[config.mk]
export PLATFORM = sky130hd
export DESIGN_NAME = tpsg_ctrl
export DESIGN_NICKNAME = d
export VERILOG_FILES = /design/src/hdl/tpsg_pkg.sv /design/src/hdl/tpsg_ctrl.sv
export SDC_FILE = /design/constraint.sdc
export NUM_CORES = 1
export LEC_CHECK = 0
export ABC_CLOCK_PERIOD_IN_PS = 2000
export BUFFER_PORTS_ARGS = -buffer_cell sky130_fd_sc_hd__buf_2
export CAP_MARGIN = 20
export CORE_AREA = 8 8 59 56
export CTS_BUF_LIST = sky130_fd_sc_hd__clkbuf_4
export CTS_CLUSTER_SIZE = 16
export DETAILED_ROUTE_END_ITERATION = 7
export DIE_AREA = 0 0 67 64
export PLACE_DENSITY = 0.69
export SYNTH_ARGS = -nofsm -noshare
export SYNTH_HDL_FRONTEND = slang
export SYNTH_SLANG_ARGS = --single-unit
[constraint.sdc]
create_clock -name clk -period 2 [get_ports clk]
set_input_delay 0.6 -clock clk [delete_from_list [all_inputs] [get_ports clk]]
set_output_delay 0.6 -clock clk [all_outputs]
set_load 0.1 [all_outputs]
[src/hdl/tpsg_pkg.sv]
// Shared types and codes for the timed profile setpoint generator.
`default_nettype none
package tpsg_pkg;

  localparam int CFG_IDX_W  = 2;
  localparam int CFG_DATA_W = 32;

  typedef enum logic [CFG_IDX_W-1:0] {
    CFG_DURATION    = 2'd0,
    CFG_FULL_SCALE  = 2'd1,
    CFG_POINT_COUNT = 2'd2,
    CFG_UNUSED      = 2'd3
  } cfg_reg_t;

  typedef enum logic [2:0] {
    ACT_TICK   = 3'd0,
    ACT_START  = 3'd1,
    ACT_STOP   = 3'd2,
    ACT_PAUSE  = 3'd3,
    ACT_RESUME = 3'd4,
    ACT_SEEK   = 3'd5,
    ACT_SLIP   = 3'd6,
    ACT_LOAD   = 3'd7
  } action_t;

  typedef enum logic [2:0] {
    ST_IDLE     = 3'd0,
    ST_RUNNING  = 3'd1,
    ST_PAUSED   = 3'd2,
    ST_STOPPED  = 3'd3,
    ST_FINISHED = 3'd4
  } status_t;

  typedef struct packed {
    logic [2:0]  action;
    logic [31:0] amount_ms;
    logic [3:0]  point_index;
    logic [9:0]  point_time;
    logic [9:0]  point_level;
  } in_item_t;

  typedef struct packed {
    logic [2:0]  status;
    logic [14:0] setpoint;
    logic [31:0] elapsed_ms;
    logic [31:0] remaining_ms;
  } out_item_t;

  typedef enum logic [4:0] {
    OP_NONE, OP_CAPTURE, OP_APPLY, OP_EVAL, OP_IDX_LAST, OP_IDX_ONE, OP_IDX_INC,
    OP_IDX_DEC, OP_PT_MUL, OP_DIV_S, OP_DIV_SPAN, OP_SET_T0, OP_SET_T1, OP_LVL_Y,
    OP_LVL_Y0, OP_FRAC_MUL, OP_FRAC_ZERO, OP_SET_FRAC, OP_LERP_MUL, OP_SET_LVL,
    OP_SC_MUL, OP_SC_X10, OP_SET_SP, OP_OUT
  } op_t;

  typedef struct packed {
    op_t op;
  } cmd_t;

  typedef struct packed {
    logic need_sp;
    logic ge;
    logic at_end;
    logic div_busy;
    logic seg_empty;
    logic e_before;
    logic out_free;
  } sts_t;

endpackage
`default_nettype wire

[src/hdl/tpsg_ctrl.sv]
// Sequencer for item handling, segment search and interpolation steps.
`default_nettype none
module tpsg_ctrl (
  input  wire logic          clk,
  input  wire logic          rst,
  input  wire logic          in_valid,
  output logic               in_stall,
  input  wire tpsg_pkg::sts_t sts,
  output tpsg_pkg::cmd_t     cmd
);
  import tpsg_pkg::*;

  typedef enum logic [4:0] {
    S_IDLE, S_APPLY, S_EVAL, S_CHK, S_L_RD, S_L_MUL, S_L_CMP, S_S_CHK, S_S_MUL,
    S_S_CMP, S_T0_RD, S_T0_MUL, S_T0_DIV, S_T0_WAIT, S_T1_RD, S_T1_MUL, S_T1_DIV,
    S_T1_WAIT, S_FRAC, S_FRAC_DIV, S_FRAC_WAIT, S_LERP_MUL, S_LERP_DIV,
    S_LERP_WAIT, S_SC_MUL, S_SC_X10, S_SC_DIV, S_SC_WAIT, S_OUT
  } state_t;

  state_t state, state_next;

  assign in_stall = (state != S_IDLE);

  always_comb begin
    state_next = state;
    cmd.op     = OP_NONE;
    unique case (state)
      S_IDLE: begin
        if (in_valid) begin
          cmd.op = OP_CAPTURE; state_next = S_APPLY;
        end
      end
      S_APPLY: begin cmd.op = OP_APPLY; state_next = S_EVAL; end
      S_EVAL:  begin cmd.op = OP_EVAL;  state_next = S_CHK; end
      S_CHK: begin
        if (sts.need_sp) begin
          cmd.op = OP_IDX_LAST; state_next = S_L_RD;
        end else begin
          state_next = S_OUT;
        end
      end
      S_L_RD:  state_next = S_L_MUL;
      S_L_MUL: begin cmd.op = OP_PT_MUL; state_next = S_L_CMP; end
      S_L_CMP: begin
        if (sts.ge) begin
          cmd.op = OP_LVL_Y; state_next = S_SC_MUL;
        end else begin
          cmd.op = OP_IDX_ONE; state_next = S_S_CHK;
        end
      end
      S_S_CHK: begin
        if (sts.at_end) begin
          cmd.op = OP_IDX_DEC; state_next = S_T0_RD;
        end else begin
          state_next = S_S_MUL;
        end
      end
      S_S_MUL: begin cmd.op = OP_PT_MUL; state_next = S_S_CMP; end
      S_S_CMP: begin
        if (sts.ge) begin
          cmd.op = OP_IDX_INC; state_next = S_S_CHK;
        end else begin
          cmd.op = OP_IDX_DEC; state_next = S_T0_RD;
        end
      end
      S_T0_RD:  state_next = S_T0_MUL;
      S_T0_MUL: begin cmd.op = OP_PT_MUL; state_next = S_T0_DIV; end
      S_T0_DIV: begin cmd.op = OP_DIV_S;  state_next = S_T0_WAIT; end
      S_T0_WAIT: begin
        if (!sts.div_busy) begin
          cmd.op = OP_SET_T0; state_next = S_T1_RD;
        end
      end
      S_T1_RD:  state_next = S_T1_MUL;
      S_T1_MUL: begin cmd.op = OP_PT_MUL; state_next = S_T1_DIV; end
      S_T1_DIV: begin cmd.op = OP_DIV_S;  state_next = S_T1_WAIT; end
      S_T1_WAIT: begin
        if (!sts.div_busy) begin
          cmd.op = OP_SET_T1; state_next = S_FRAC;
        end
      end
      S_FRAC: begin
        if (sts.seg_empty) begin
          cmd.op = OP_LVL_Y0; state_next = S_SC_MUL;
        end else if (sts.e_before) begin
          cmd.op = OP_FRAC_ZERO; state_next = S_LERP_MUL;
        end else begin
          cmd.op = OP_FRAC_MUL; state_next = S_FRAC_DIV;
        end
      end
      S_FRAC_DIV: begin cmd.op = OP_DIV_SPAN; state_next = S_FRAC_WAIT; end
      S_FRAC_WAIT: begin
        if (!sts.div_busy) begin
          cmd.op = OP_SET_FRAC; state_next = S_LERP_MUL;
        end
      end
      S_LERP_MUL: begin cmd.op = OP_LERP_MUL; state_next = S_LERP_DIV; end
      S_LERP_DIV: begin cmd.op = OP_DIV_S;    state_next = S_LERP_WAIT; end
      S_LERP_WAIT: begin
        if (!sts.div_busy) begin
          cmd.op = OP_SET_LVL; state_next = S_SC_MUL;
        end
      end
      S_SC_MUL: begin cmd.op = OP_SC_MUL; state_next = S_SC_X10; end
      S_SC_X10: begin cmd.op = OP_SC_X10; state_next = S_SC_DIV; end
      S_SC_DIV: begin cmd.op = OP_DIV_S;  state_next = S_SC_WAIT; end
      S_SC_WAIT: begin
        if (!sts.div_busy) begin
          cmd.op = OP_SET_SP; state_next = S_OUT;
        end
      end
      S_OUT: begin
        if (sts.out_free) begin
          cmd.op = OP_OUT; state_next = S_IDLE;
        end
      end
      default: state_next = S_IDLE;
    endcase
  end

  always_ff @(posedge clk) begin
    if (rst) begin
      state <= S_IDLE;
    end else begin
      state <= state_next;
    end
  end

endmodule
`default_nettype wire

# [Yosys cells after proc, flatten, opt, wreduce, memory -nomap -nowiden]
# Index checks and enable logic that the tools add are counted.
[totals] register_bits=5 inputBits=10 out_inout_bits=6 elab_cells=69
[classes] n_eq_ne=35 n_mux=28 reduce_logical=5
[ops] operator="$pmux W5 S29" count=1
[ops] operator="$pmux W5 S20" count=1
[ops] operator="$mux W5" count=15
[ops] operator="$eq A5 B5 Y1 const B" count=13
[ops] operator="$eq A5 B4 Y1 const B" count=8
[ops] operator="$eq A5 B3 Y1 const B" count=4
[ops] operator="$mux W4" count=5
[ops] operator="$ne A2 B2 Y1 const B" count=7
[ops] operator="$eq A5 B2 Y1 const B" count=2
[ops] operator="$mux W3" count=3
[ops] operator="$reduce_or A4 Y1" count=2
[ops] operator="$reduce_and A7 Y1" count=1
[ops] operator="$eq A5 B1 Y1 const B" count=1
[ops] operator="$logic_not A5 Y1" count=1
[ops] operator="$reduce_bool A5 Y1" count=1
[ops] operator="$mux W1" count=2
[ops] operator="$mux W2" count=1

# [Depth between registers and ports, before layout]
[depth] word_depth=3 ltp_mapped=8

# [Least setup slack after synthesis]
# OpenSTA, ideal clock, no wires.
[synth_timing] path_type="input to output" start="input sts[3] (netlist name)" end="output cmd[3] (netlist name)" arrival_time_ns=3.438 t_required_ns=1.400 slack_ns=-2.038 cell_stages=4 cell_sequence="clkbuf_1 > nand2b_1 > o22a_1 > o311ai_1"
[synth_rtl] item="from (decl)" line="tpsg_ctrl.sv:8" rtl="input wire tpsg_pkg::sts_t sts,"
[synth_rtl] item="to (decl)" line="tpsg_ctrl.sv:9" rtl="output tpsg_pkg::cmd_t cmd"

==> impl_metrics.toml <==
[synth]
synth_area_leaders = "dfxtp_1 (10%), o21ai_0 (7.3%), nand2_1 (5.5%)"
syn_inst = 142
synth-edff-count = 0
syn_avg_cell_area_sq_um = 6.78
synth_seq_area_share_pct = 10.4
synth_area_sq_um = 963
async_flop_share_pct = 0
yosys_warnings = 0
yosysTopAreaCell = "dfxtp_1"
yosysUniqueCellTypes = 49
ys_ff_latch = 5
synth_ff_type = "dfxtp_1"
synthTopCellsByCount = "nand2_1 (14), o21ai_0 (14), buf_2 (10), nand3_1 (10), nand2b_1 (8)"
synth_fp_nets = 152
synth_top_area_share_pct = 10.4

[worst_setup_path]
slowest_delay_ns = 0.44
cp-startpoint = "state[3]"
worstPathRequired_ns = 1.40
crit_fanout = 3
worst_r2r_startpoint = "state[1]"
crit_chain = "or3b_4 -> or4_4 -> o211ai_2 -> a211oi_2 -> o211ai_4 -> buf_12"
worst_r2r_endpoint = "state[3]"
critPathBufInv = 1
arrival_ns = 1.92
path_class = "reg2out"
worst_setup_path_end_kind = "primary output"
r2r_setup_slack_ns = 0.06
worst_path_dominant_cell_family = "simple AND/OR/NAND/NOR gates"
reg2reg_depth = 9
crit_slowest_cell = "or4_4"
startpoint_type = "flop"

[finish]
largest-register = "state"
antennaDiodeCount = 0
drive_gt1_share_pct = 58.0
fin_nets = 211
fin_cells = 228
top_regs = "state (5)"
area_delta_synth_final_pct = 89.4
fin_area_sq_um = 1820
largest_register_ffs = 5

[detailed_routing]
drt_pass1_iterations = 5
drt_iter0_markers = 141
finalWirelength_um = 4530
antenna_left = 0
post_drt_wl_per_cell_um = 19.9
dr_total_vias = 1445
drc = 0
vias_per_cell = 6.34

[timing]
fmax_mhz = 397
setup_viol = 6
drv_slew = 0
rsz0062_at_grt = "yes"
finalWorstSetupSlack_ns = -0.520
max_slew.worst_pin.slew_ns = 0.531
min_period_ns = 2.52
skew_ns = 0.00197
hold_viol = 0
max-slew-margin-rel_pct = 64.3
whs_ns = 0.642
fin_crit_sh_pct = 126

[power_and_ir_drop]
ir_drop_mv = 1.40
p_seq_share_pct = 7.0
leakagePower_nw = 0.748
power.density_nw_per_um2 = 1300
clockPowerShare_pct = 5.8
power.internal_w = 0.00115
power.switching_w = 0.00123
p_sw_share_pct = 51.8
power.total_w = 0.00238
pwr-share-comb_pct = 87.2

[clocking]
root_buffer = "clkbuf_4"
clockBufferDepth = 2
cts_tree = "done"
cts_hold_buf = 0
numCtsBuffers = 3
path_clk_slew_ns = 0.05
clkSinkCount = 5
clk_latency_ns = 0.25
htree_levels = 1

[grt]
track_usage_pct = 20.4
grt_max_degree = 23
antenna_found_initial = 0
grt_pass1_vias = 1449
grt_pass1_wl_um = 7040
overflow = 0

[floorplanning]
fp.dieW_um = 67
ios = 16
rows = 17
initial_core_util_pct = 41.2
core-area_sq_um = 2340
die_area_sq_um = 4290
die_h_um = 64

[placed_design]
placed_cell_area_sq_um = 1540
gp_congestion = 0.991
post-place-ws_ns = -0.365
placedCellCount = 215
io_buffers = 15
hpwlAfterDp_um = 2990

[min_path]
hp-class = "reg2reg"
worstHoldStart = "state[2]"
whs_endpoint = "state[2]"
hold_depth = 2

[flow_run]
cap_violations = 0

[run_status]
status = "finished with violations"
violations = "setup timing"
## tightest hold or removal path, delay by kind of cell, from the launching register on
kind / cells / cell delay [ns]
AO/OA/AOI/OAI: 1 / 0.13
flip-flops: 1 / 0.35
buffers and inverters: 1 / 0.14
## cells by family after synthesis
| family | Yosys count | synth area share [%] |
|---|---|---|
| xor gates and xnor gates | 1 | 0.909 |
| DFF | 5 | 10.4 |
| and+or+nand+nor | 64 | 39.1 |
| AOI/OAI and AO/OA | 49 | 37.0 |
| buffers and inverters | 22 | 11.4 |
| muxes | 1 | 1.17 |
## cells in the final DEF, fill, tap and decap left out, drive strengths merged, types with 4 or more instances in the layout
cell type / synthesis / layout
buf: 14 / 70
nor2b: 6 / 6
nand4: 4 / 4
nand2: 14 / 14
nor2: 6 / 6
nand2b: 8 / 8
o21ai: 14 / 14
clkbuf: 2 / 4
inv: 6 / 5
a31oi: 4 / 4
a21oi: 6 / 6
dfxtp: 5 / 5
nand3: 11 / 11
## how the worst max path moves through the flow
stage,to,slack [ns],depth (start not counted)
final,cmd[0],-0.52,6
after global routing,cmd[0],-0.56,6
after CTS,cmd[0],-0.48,6
after detailed placement,cmd[3],-0.36,8
after global placement,cmd[3],-0.33,8
after floorplan,cmd[3],-0.60,4
## timing repair
item / CTS / global route
resized for setup: 25 / 21
endpoints found under the setup margin: 8 / 10
buffers inserted: 5 / 4
pin swaps: 9 / 8
## final cells by class
cell class	count	area, sq um
inverter	6	26.3
timing repair buffer	70	651
fill	147	515
tap	28	35.0
multi-input combinational	115	971
sequential	5	111
clock buffer	4	30.0
## stage by stage
stage	TNS (ns)	util (%)
6_report	-1.77	78.0
3_3_place_gp	-1.26	65.7
2_1_floorplan	-1.12	-
3_5_place_dp	-1.43	65.7
5_1_grt	-2.16	78.0
4_1_cts	-1.76	71.9
## power by group through the flow
stage	Combinational (W)	Clock, W	Sequential, W
floorplan	0.00113	0	0.000141
global placement	0.00169	0	0.000154
detailed placement	0.00173	0	0.000153
CTS	0.00184	0.000133	0.000160
global route	0.00215	0.000149	0.000169
finish	0.00207	0.000137	0.000167
## metal layers
metal | GRT usage (%) | part of all wire, %
met1 | 25.6 | 38
met2 | 32.7 | 51
met3 | 3.66 | 9.1
met4 | 8.88 | 2.3
met5 | 0 | 0
(Power assumes the default switching activity.)
